### src/sv/ial_pkg.sv
// Shared types, constants and codes of the insertable array list.
`timescale 1ns / 1ps
`default_nettype none

package ial_pkg;

    // Storage depth of the list.
    localparam int DEPTH   = 256;
    // Width of a fill level or capacity that can hold DEPTH itself.
    localparam int CNT_W   = $clog2(DEPTH + 1);
    // Fixed field widths of the stream items.
    localparam int CMD_W   = 3;
    localparam int POS_W   = 9;
    localparam int WORD_W  = 32;
    localparam int STAT_W  = 2;
    localparam int OCNT_W  = 9;
    // Width that compares a position against a fill level without loss.
    localparam int CMP_W   = (CNT_W > POS_W) ? CNT_W : POS_W;
    // Read gather: cells are OR-ed in groups, then the group results.
    localparam int GROUP   = 16;
    localparam int NGROUPS = (DEPTH + GROUP - 1) / GROUP;
    // Packed stream widths, rounded up to whole bytes.
    localparam int S_DATA_W = ((CMD_W + POS_W + WORD_W + 7) / 8) * 8;
    localparam int M_DATA_W = ((STAT_W + WORD_W + OCNT_W + OCNT_W + 7) / 8) * 8;

    typedef enum logic [CMD_W-1:0] {
        CMD_PUSH   = 3'd0,
        CMD_INSERT = 3'd1,
        CMD_POP    = 3'd2,
        CMD_GET    = 3'd3,
        CMD_CLEAR  = 3'd4
    } cmd_t;

    typedef enum logic [STAT_W-1:0] {
        ST_OK    = 2'd0,
        ST_RANGE = 2'd1,
        ST_EMPTY = 2'd2,
        ST_FULL  = 2'd3
    } status_t;

    typedef enum logic [1:0] {
        S_IDLE   = 2'd0,
        S_GATHER = 2'd1,
        S_MERGE  = 2'd2
    } state_t;

    // Per-cell write control.
    typedef struct packed {
        logic load;   // take the incoming word
        logic shift;  // take the word of the left neighbour
    } cell_ctrl_t;

endpackage

`default_nettype wire

### src/sv/ial_cell.sv
// One storage cell of the list chain.
`timescale 1ns / 1ps
`default_nettype none

module ial_cell
    import ial_pkg::*;
(
    input  wire logic              aclk,
    input  wire cell_ctrl_t        ctrl,
    input  wire logic              rd_sel,
    input  wire logic [WORD_W-1:0] word_in,
    input  wire logic [WORD_W-1:0] left_word,
    output logic      [WORD_W-1:0] word_out,
    output logic      [WORD_W-1:0] rd_word
);

    logic [WORD_W-1:0] word_reg;
    logic [WORD_W-1:0] word_next;

    always_comb begin
        word_next = word_reg;
        if (ctrl.load) begin
            word_next = word_in;
        end else if (ctrl.shift) begin
            word_next = left_word;
        end
    end

    always_ff @(posedge aclk) begin
        word_reg <= word_next;
    end

    assign word_out = word_reg;
    // Drive the word onto the read gather only when addressed.
    assign rd_word  = rd_sel ? word_reg : '0;

endmodule

`default_nettype wire

### config.mk
export PLATFORM = sky130hd
export DESIGN_NAME = ial_cell
export DESIGN_NICKNAME = d
export VERILOG_FILES = /design/src/sv/ial_pkg.sv /design/src/sv/ial_cell.sv
export SDC_FILE = /design/constraint.sdc
export NUM_CORES = 1
export LEC_CHECK = 0
export BUFFER_PORTS_ARGS = -buffer_cell sky130_fd_sc_hd__clkbuf_2
export CAP_MARGIN = 20
export CORE_AREA = 2 2 66 68
export CTS_BUF_LIST = sky130_fd_sc_hd__clkbuf_8
export CTS_CLUSTER_SIZE = 30
export DETAILED_ROUTE_END_ITERATION = 10
export DIE_AREA = 0 0 68 70
export PLACE_DENSITY = 0.95
export SLEW_MARGIN = 20
export SYNTH_ARGS = -nofsm -noshare
export SYNTH_HDL_FRONTEND = slang
export SYNTH_SLANG_ARGS = --single-unit
### constraint.sdc
create_clock -name aclk -period 4.4 [get_ports aclk]
set_input_delay 0.22 -clock aclk [delete_from_list [all_inputs] [get_ports aclk]]
set_output_delay 0.22 -clock aclk [all_outputs]
set_load 0.02 [all_outputs]
== Word-level counts from Yosys, hierarchy flattened ==
Index checks and enable logic that the tools add are counted.

* Register bits after elaboration: 32
* Input bits: 68
* Logic and storage cells: 5

* Mux-type cells: 3
* Reduce and logical (&&, ||, !) cells: 1

{| class="wikitable"
|+ Operator list
! operator !! number
|-
| $mux 32 || 3
|-
| $reduce_bool 2->1 || 1
|}

== Depth between registers and ports, before layout ==
Gate-level depths: netlist of run 1.

* Depth in word-level cells: 2
* Depth in mapped cells: 3

== Worst setup path after synthesis of run 1 ==
No wires, ideal clock.

* Path kind: input-to-reg
* From: input ctrl[1] (netlist name)
* To: register word_reg[0] (netlist: word_out[0]) (enable)
* Setup time: 0.390 ns
* Arrival: 1.242 ns
* Required time: 4.010 ns
* Slack: 2.767 ns
* Stages: 3
* Path buffers: 2
* Cell sequence: buf_6 buf_12 or2_1

* Longest elaborated chain between the ends: 1

{| class="wikitable"
|+ RTL lines
! what !! RTL line !! text
|-
| start, declared || ial_cell.sv:9 || <nowiki>input wire cell_ctrl_t ctrl,</nowiki>
|-
| $reduce_bool 2->1 (no line) || n/a ||
|-
| end signal, assigned || ial_cell.sv:30 || <nowiki>word_reg <= word_next;</nowiki>
|-
| end, declared || ial_cell.sv:17 || <nowiki>logic [WORD_W-1:0] word_reg;</nowiki>
|}

Every way passes these cells.
A chain may end at the register's enable or synchronous reset.

== Final worst setup path of run 1 ==
* From: input ctrl[1] (netlist name)
* To: register word_reg[15] (netlist: word_out[15]) (enable)

The elaborated chain is that of the path after synthesis.

==> results of run 1 <==
## Yosys cell counts
cell type	count
and2_1	32
buf_12	3
buf_6	1
clkbuf_1	3
edfxtp_1	32
mux2_2	3
mux2_4	29
or2_1	1
## routing by layer
metal  routed length (um)  up-vias
met3                  281        6
met4                   82        0
li1                     -      634
met5                    0        -
met1                 1400      595
met2                 2120       73
## through the flow
stage                util  hold WS, ps  instances  cell area, um^2
floorplan               -          437        104             1720
global placement    0.572          522        282             2370
detailed placement  0.572          526        282             2370
CTS                 0.592          228        290             2450
global route        0.592          233        290             2450
finish              0.592          234        290             2450
## power groups by stage
stage | clock network, mW | logic [mW] | registers, mW
floorplan | 0 | 0.105 | 0.439
global placement | 0 | 0.228 | 0.400
detailed placement | 0 | 0.233 | 0.399
CTS | 0.214 | 0.233 | 0.394
global route | 0.229 | 0.246 | 0.397
finish | 0.210 | 0.231 | 0.393
## cells by family (layout without fill, tap and decap cells)
family,count (synthesis),count (layout)
AND/OR/NAND/NOR,33,33
multiplexers,32,32
flip-flops,32,32
buffers and inverters,7,141
## cell type report
cell class                      instances  area share
Multi-Input combinational cell         65       0.275
Timing Repair Buffer                  133       0.273
Sequential cell                        32       0.391
Clock inverter                          3     0.00561
Clock buffer                            5      0.0280
Tap cell                               52      0.0265
## how the worst max path moves through the flow
stage               startpoint                endpoint  slack [ps]  depth (start not counted)
finish                 ctrl[1]  word_out[15]$_DFFE_PP_        2740                          4
global route           ctrl[1]  word_out[15]$_DFFE_PP_        2650                          4
CTS                    ctrl[1]  word_out[23]$_DFFE_PP_        2370                          4
detailed placement     ctrl[1]  word_out[23]$_DFFE_PP_        2090                          4
global placement       ctrl[1]  word_out[15]$_DFFE_PP_        2200                          4
floorplan              ctrl[1]   word_out[0]$_DFFE_PP_        2770                          3
==> impl_metrics.ini, run 1 <==
[setup_path]
critPathRequiredTime_ps = 4390
critPathMaxFanout = 33
cp_slowest_cell = or2_2
cp_top_family = buffers and inverters
cp_common_cell = buf_4
worstPathCellList = clkbuf_2 > buf_4 > or2_2 > buf_4
path_class = in -> reg
startpoint_type = primary input
max_stage_delay_ps = 610
critPathArrivalTime_ps = 1640
end_kind = register
path_buf_inv = 3

[power]
p_sw_uw = 248
clkPwrFrac = 0.252
p_int_uw = 585
power_switching_share = 0.298
combPwrFrac = 0.277
p_leak_nw = 1.27
p_total_uw = 834
powerDensity_nw_per_um2 = 340
p_seq_frac = 0.471
peakVddDrop_mv = 0.187

[min_path]
worstHoldEndpoint = word_out[27]$_DFFE_PP_
min_path_type = in -> reg
min_path_cells = 2
min_from = word_in[27]

[yosys]
netlist.top_cell.by_area = edfxtp_1
yosys-top-cells-area = edfxtp_1 (56%), mux2_4 (25%), and2_1 (12%)
syn_area_um2 = 1720
synth-xor-area-share = 0
synth.distinct_cells = 8
synth_top_family_by_area = multiplexers
synth.area.mux_share = 0.273
synth_top_area_frac = 0.559
synthAdderAreaFrac = 0
ys_seq_area_frac = 0.559
syn_inst = 104
syn_avg_cell_area_um2 = 16.5
synth_nets = 172
yosys_register_bits = 32
yosysWarnings = 0
synth_compound_area_frac = 0
synthSimpleGateAreaFrac = 0.120

[route]
avgViaCountPerCell = 4.51
ant_nets = 0
wl_mm = 3.89
firstDrtPassIters = 4
drt-wirelength-per-cell_um = 13.4
routed-via-count = 1308
post-route-drc-count = 0
drt_iter0_markers = 33

[cts]
cts_buffers = 5
root_buffer = clkbuf_8
cts_hold_buf = 0
cts_tree = built
h-tree-depth = 2
cts-resized-gates = 0
cts_setup_buffers = 0
clk_transition_reported_paths_ps = 70
clk_path_buf_depth = 2
cts.sinks = 32

[timing]
slew_headroom = 0.593
layout_setup_ws_ps = 2740
drv_slew = 0
fmax_mhz = 604
setup_viol = 0
tightest_slew_ps = 610
hold_viol = 0
rsz0062_at_grt = false
final.setup.tns_ps = 0
period_share = 0.376
fin_crit_ps = 1660

[floorplan]
dieArea_um2 = 4760
coreArea_um2 = 4140
dieHeight_um = 70
io_pins = 132
fp-row-count = 24
die_x_um = 68
start_util = 0.415

[finish]
multi_input_area_um2 = 676
fillers = 343
layout_commonest_cell = clkbuf_2
regArea_um2 = 961
largest_reg_flops = 32
antenna_cells = 0
final_cell_mix = clkbuf_2 (131), and2_1 (32), edfxtp_1 (32)
drive_above_1_share = 0.727
fin_nets = 305
syn_to_final_growth_pct = 42.8

[global_route]
grt_pass1_wl_mm = 5.76
grt_overflow = 0
grt_most_used_layer = met2
grt_pass1_vias = 1301
grtUsageMet2 = 0.294
grt_max_degree = 34
grt_use_met1 = 0.179
met3_usage = 0.0515
grt_util_all_layers = 0.168
antenna_found_initial = 0

[run_status]
status = finished, final reports clean

[placement]
hpwl_mm = 3.09
port_buffers = 131
dp_slack_ps = 2090
gp_congestion = 0.795

[job]
drv_cap = 0
(Power assumes the default switching activity.)
==> run 2, diff against run 1 <==
--- a/config.mk
+++ b/config.mk
@@ -5,14 +5,15 @@
 export SDC_FILE = /design/constraint.sdc
 export NUM_CORES = 1
 export LEC_CHECK = 0
+export ABC_AREA = 1
 export BUFFER_PORTS_ARGS = -buffer_cell sky130_fd_sc_hd__clkbuf_2
 export CAP_MARGIN = 20
-export CORE_AREA = 2 2 66 68
+export CORE_AREA = 2 2 71 73
 export CTS_BUF_LIST = sky130_fd_sc_hd__clkbuf_8
 export CTS_CLUSTER_SIZE = 30
 export DETAILED_ROUTE_END_ITERATION = 10
-export DIE_AREA = 0 0 68 70
-export PLACE_DENSITY = 0.95
+export DIE_AREA = 0 0 73 75
+export PLACE_DENSITY = 0.88
 export SLEW_MARGIN = 20
 export SYNTH_ARGS = -nofsm -noshare
 export SYNTH_HDL_FRONTEND = slang
==> constraint.sdc (replaced) <==
create_clock -name aclk -period 1.5 [get_ports aclk]
set_input_delay 0.075 -clock aclk [delete_from_list [all_inputs] [get_ports aclk]]
set_output_delay 0.075 -clock aclk [all_outputs]
set_load 0.02 [all_outputs]
==> impl_metrics.ini, run 2 <==
[power]
clkPwrFrac = 0.251
combPwrFrac = 0.267
p_int_mw = 1.63
p_seq_frac = 0.482
p_total_mw = 2.39
p_leak_nw = 1.55
power_switching_share = 0.318
peakVddDrop_mv = 0.380
p_sw_uw = 760
powerDensity_nw_per_um2 = 1000

[finish]
largest_reg_flops = 32
layout_commonest_cell = clkbuf_2
fin_nets = 402
final_cell_mix = clkbuf_2 (131), nand2_1 (128), inv_1 (34)
final_core_util = 0.513
antenna_cells = 0
syn_to_final_growth_pct = 43.8
instances_no_fill = 389
drive_above_1_share = 0.418

[floorplan]
die_x_um = 73
dieHeight_um = 75
coreArea_um2 = 4660
io_pins = 132
dieArea_um2 = 5480
fp-row-count = 25
start_util = 0.357

[cts]
cts.sinks = 32
h-tree-depth = 2
root_buffer = clkbuf_8
clk_path_buf_depth = 2
cts_tree = built
clk_transition_reported_paths_ps = 60
cts_setup_buffers = 0
cts-resized-gates = 0
cts_hold_buf = 0
cts_buffers = 5

[job]
drv_cap = 0

[placement]
dp.cells = 381
port_buffers = 131
gp_congestion = 0.697
hpwl_mm = 3.27
dp_slack_ps = 324

[setup_path]
critPathArrivalTime_ps = 960
startpoint_type = primary input
end_kind = output port
critPathRequiredTime_ps = 1420
critPathMaxFanout = 20
path_class = in -> out

[yosys]
synth_flop_cell = edfxtp_1
netlist_top_cells_count = nand2_1 (128), edfxtp_1 (32), inv_1 (32)
synth.most_common_cell = nand2_1
syn_avg_cell_area_um2 = 8.16
ys_seq_area_frac = 0.577
syn_area_um2 = 1660
yosys_register_bits = 32
yosys-top-cells-area = edfxtp_1 (58%), nand2_1 (29%), inv_1 (7.2%)
netlist.top_cell.by_area = edfxtp_1
synth_nets = 272
synth.distinct_cells = 7
synth_top_area_frac = 0.577
async_flop_share = 0
synth-edff-count = 32
yosysWarnings = 0
syn_inst = 204

[timing]
layout_setup_ws_ps = 470
final.setup.tns_ps = 0
setup_viol = 0
rsz0062_at_grt = false
fmax_mhz = 971
tightest_slew_ps = 740
slew_headroom = 0.506
drv_slew = 0
hold_viol = 0
period_share = 0.687
fin_crit_ps = 1030

[global_route]
antenna_found_initial = 0
grt_pass1_wl_mm = 6.35
grt_pass1_vias = 1536
grt_overflow = 0
grt_max_degree = 34
grt_util_all_layers = 0.153

[route]
ant_nets = 0
avgViaCountPerCell = 4.27
routed-via-count = 1662
firstDrtPassIters = 4
post-route-drc-count = 0
wl_mm = 4.28
drt_iter0_markers = 72
drt-wirelength-per-cell_um = 11.0

[min_path]
min_path_type = in -> reg

[run_status]
status = finished, final reports clean
run 2: final timing paths:
kind                                  to           from  slack (ps)  depth (start not counted)
setup / recovery             rd_word[17]         rd_sel         470                          5
hold / removal    word_out[11]$_DFFE_PP_  left_word[11]          60                          3
run 2: cells by family (layout without fill, tap and decap cells):
| logic type | Yosys count | after routing | synth area share |
|---|---|---|---|
| AND/OR/NAND/NOR | 129 | 129 | 0.292 |
| flip-flops | 32 | 32 | 0.577 |
| buffers and inverters | 43 | 174 | 0.130 |
run 2: final cells by class:
| type | instances | area (um^2) |
|---|---|---|
| flip-flops and latches | 32 | 961 |
| clock inverters | 3 | 11.3 |
| inverters | 33 | 126 |
| well taps | 54 | 67.6 |
| multi-input cells | 129 | 487 |
| clock buffers | 5 | 68.8 |
| fillers | 435 | 2270 |
| repair buffers | 133 | 671 |
run 2: metal layers:
metal  track usage  vias up  routed length (um)
met5             0        -                   0
met4        0.0535        0                  58
met3        0.0361        5                 251
met2         0.309       67                2370
met1         0.149      730                1600
li1              -      860                   -
run 2: power by group through the flow:
stage | sequential, mW | clock [mW] | combinational, mW
3_3_place_gp | 1.17 | 0 | 0.628
3_5_place_dp | 1.17 | 0 | 0.645
6_report | 1.15 | 0.602 | 0.639
5_1_grt | 1.16 | 0.661 | 0.704
2_1_floorplan | 1.29 | 0 | 0.261
4_1_cts | 1.15 | 0.625 | 0.646
run 2: worst max-delay path, cell delays in order:
cell and delay [ps]:
clkbuf_2 270, buf_4 300, nand2_1 80, inv_1 60, clkbuf_2 160
run 2: metrics by stage:
step / area [um^2] / hold slack [ps]
after floorplan: 1660 / 254
after global placement: 2310 / 342
after detailed placement: 2310 / 343
after CTS: 2390 / 48.0
after global routing: 2390 / 54.3
final: 2390 / 56.9
==> run 3, diff against run 2 <==
--- a/config.mk
+++ b/config.mk
@@ -8,12 +8,12 @@
 export ABC_AREA = 1
 export BUFFER_PORTS_ARGS = -buffer_cell sky130_fd_sc_hd__clkbuf_2
 export CAP_MARGIN = 20
-export CORE_AREA = 2 2 71 73
+export CORE_AREA = 2 2 68 70
 export CTS_BUF_LIST = sky130_fd_sc_hd__clkbuf_8
 export CTS_CLUSTER_SIZE = 30
 export DETAILED_ROUTE_END_ITERATION = 10
-export DIE_AREA = 0 0 73 75
-export PLACE_DENSITY = 0.88
+export DIE_AREA = 0 0 70 72
+export PLACE_DENSITY = 0.91
 export SLEW_MARGIN = 20
 export SYNTH_ARGS = -nofsm -noshare
 export SYNTH_HDL_FRONTEND = slang
==> constraint.sdc (replaced) <==
create_clock -name aclk -period 0.95 [get_ports aclk]
set_input_delay 0.0475 -clock aclk [delete_from_list [all_inputs] [get_ports aclk]]
set_output_delay 0.0475 -clock aclk [all_outputs]
set_load 0.02 [all_outputs]
==> impl_metrics.ini, run 3 (same netlist as run 2, synthesis figures left out) <==
[run_status]
status = complete, but fails checks
violations = negative setup slack

[power]
powerDensity_nw_per_um2 = 1490
p_leak_nw = 1.61
peakVddDrop_mv = 0.747

[setup_path]
startpoint = word_out[20]$_DFFE_PP_
critPathArrivalTime_ps = 960
startpoint_type = register
critPathMaxFanout = 2
path_class = reg -> out
critPathRequiredTime_ps = 900
end_kind = output port

[route]
ant_nets = 0
post-route-drc-count = 0
routed-via-count = 1676
firstDrtPassIters = 4
drt-wirelength-per-cell_um = 11.9
drt_iter0_markers = 78
avgViaCountPerCell = 4.33
wl_mm = 4.61

[timing]
fin_crit_ps = 1000
tightest_slew_ps = 445
setup_viol = 26
hold_viol = 0
fmax_mhz = 996
period_share = 1.06
rsz0062_at_grt = true
layout_setup_ws_ps = -54.1
drv_slew = 0
slew_headroom = 0.703

[job]
drv_cap = 0

[global_route]
grt_util_all_layers = 0.175
grt_pass1_wl_mm = 6.91
grt_pass1_vias = 1603
grt_most_used_layer = met2
grt_max_degree = 33
grt_use_met1 = 0.169
grtUsageMet2 = 0.349
grt_overflow = 0
met3_usage = 0.0583
antenna_found_initial = 0

[floorplan]
io_pins = 132
start_util = 0.390
dieHeight_um = 72
coreArea_um2 = 4260
fp-row-count = 24
die_x_um = 70
dieArea_um2 = 5040

[finish]
largest_reg_flops = 32
antenna_cells = 0
drive_above_1_share = 0.454
fin_nets = 403
final_area_um2 = 2670
final_cell_mix = nand2_1 (128), clkbuf_2 (99), edfxtp_1 (32)
syn_to_final_growth_pct = 60.3
layout_commonest_cell = nand2_1
final_core_util = 0.626

[cts]
cts_tree = built
clk_transition_reported_paths_ps = 60
h-tree-depth = 2
root_buffer = clkbuf_8
cts_hold_buf = 0
cts.sinks = 32
clk_path_buf_depth = 2
cts_buffers = 5

[placement]
gp_congestion = 0.711
port_buffers = 131
place_area_um2 = 2330
dp_slack_ps = -21.5
hpwl_mm = 3.33

[min_path]
min_from = left_word[6]
min_path_type = in -> reg
## run 3: cell types whose count changed in the layout (fill, tap and decap cells not counted)
cell,change
buf_2,+2
inv_2,+11
clkbuf_2,-32
buf_12,+1
or2_4,+1
clkinv_1,+1
or2_2,-1
buf_8,+9
inv_1,-13
clkbuf_8,+15
buf_6,+6
## run 3: critical path: stages, from the launching register on
cell and delay, ps:
edfxtp_1 410, nand2_1 110, inv_2 50, buf_8 120
## run 3: path summary, 6_finish.rpt
check	endpoint	slack [ps]	cells past startpoint
min	word_out[6]$_DFFE_PP_	30	3
max	rd_word[20]	-50	3
## run 3: layout make-up
class | count | area [um^2]
multi-input combinational | 129 | 489
timing repair buffer | 134 | 950
inverter | 33 | 126
fill | 358 | 1600
clock buffer | 5 | 68.8
sequential | 32 | 961
clock inverter | 2 | 7.51
tap | 52 | 65.1
## run 3: timing repair
item / in CTS / in global routing
gates cloned: 0 / 0
buffers inserted: 0 / 0
setup endpoints to repair: 32 / 34
gates resized for setup: 49 / 39
pin swaps: 24 / 15
## run 3: per-stage QoR
step | TNS, ps | std cells | total power [mW] | hold WS, ps
floorplan | 0 | 204 | 2.45 | 217
global placement | 0 | 380 | 2.85 | 312
detailed placement | -243 | 380 | 2.88 | 314
CTS | -1140 | 387 | 3.97 | 17.9
global route | -2450 | 387 | 4.19 | 31.4
finish | -536 | 387 | 3.97 | 34.4
## run 3: per-layer routing
layer / part of all wire / vias to the layer above
met5: 0 / -
met4: 0.0098 / 0
met3: 0.064 / 4
met2: 0.59 / 65
met1: 0.34 / 743
li1: - / 864
## run 3: power breakdown
group	total (mW)	switching, mW	internal [mW]
combinational	1.22	0.698	0.520
sequential	1.82	0.0807	1.74
clock	0.933	0.451	0.482
total	3.97	1.23	2.74
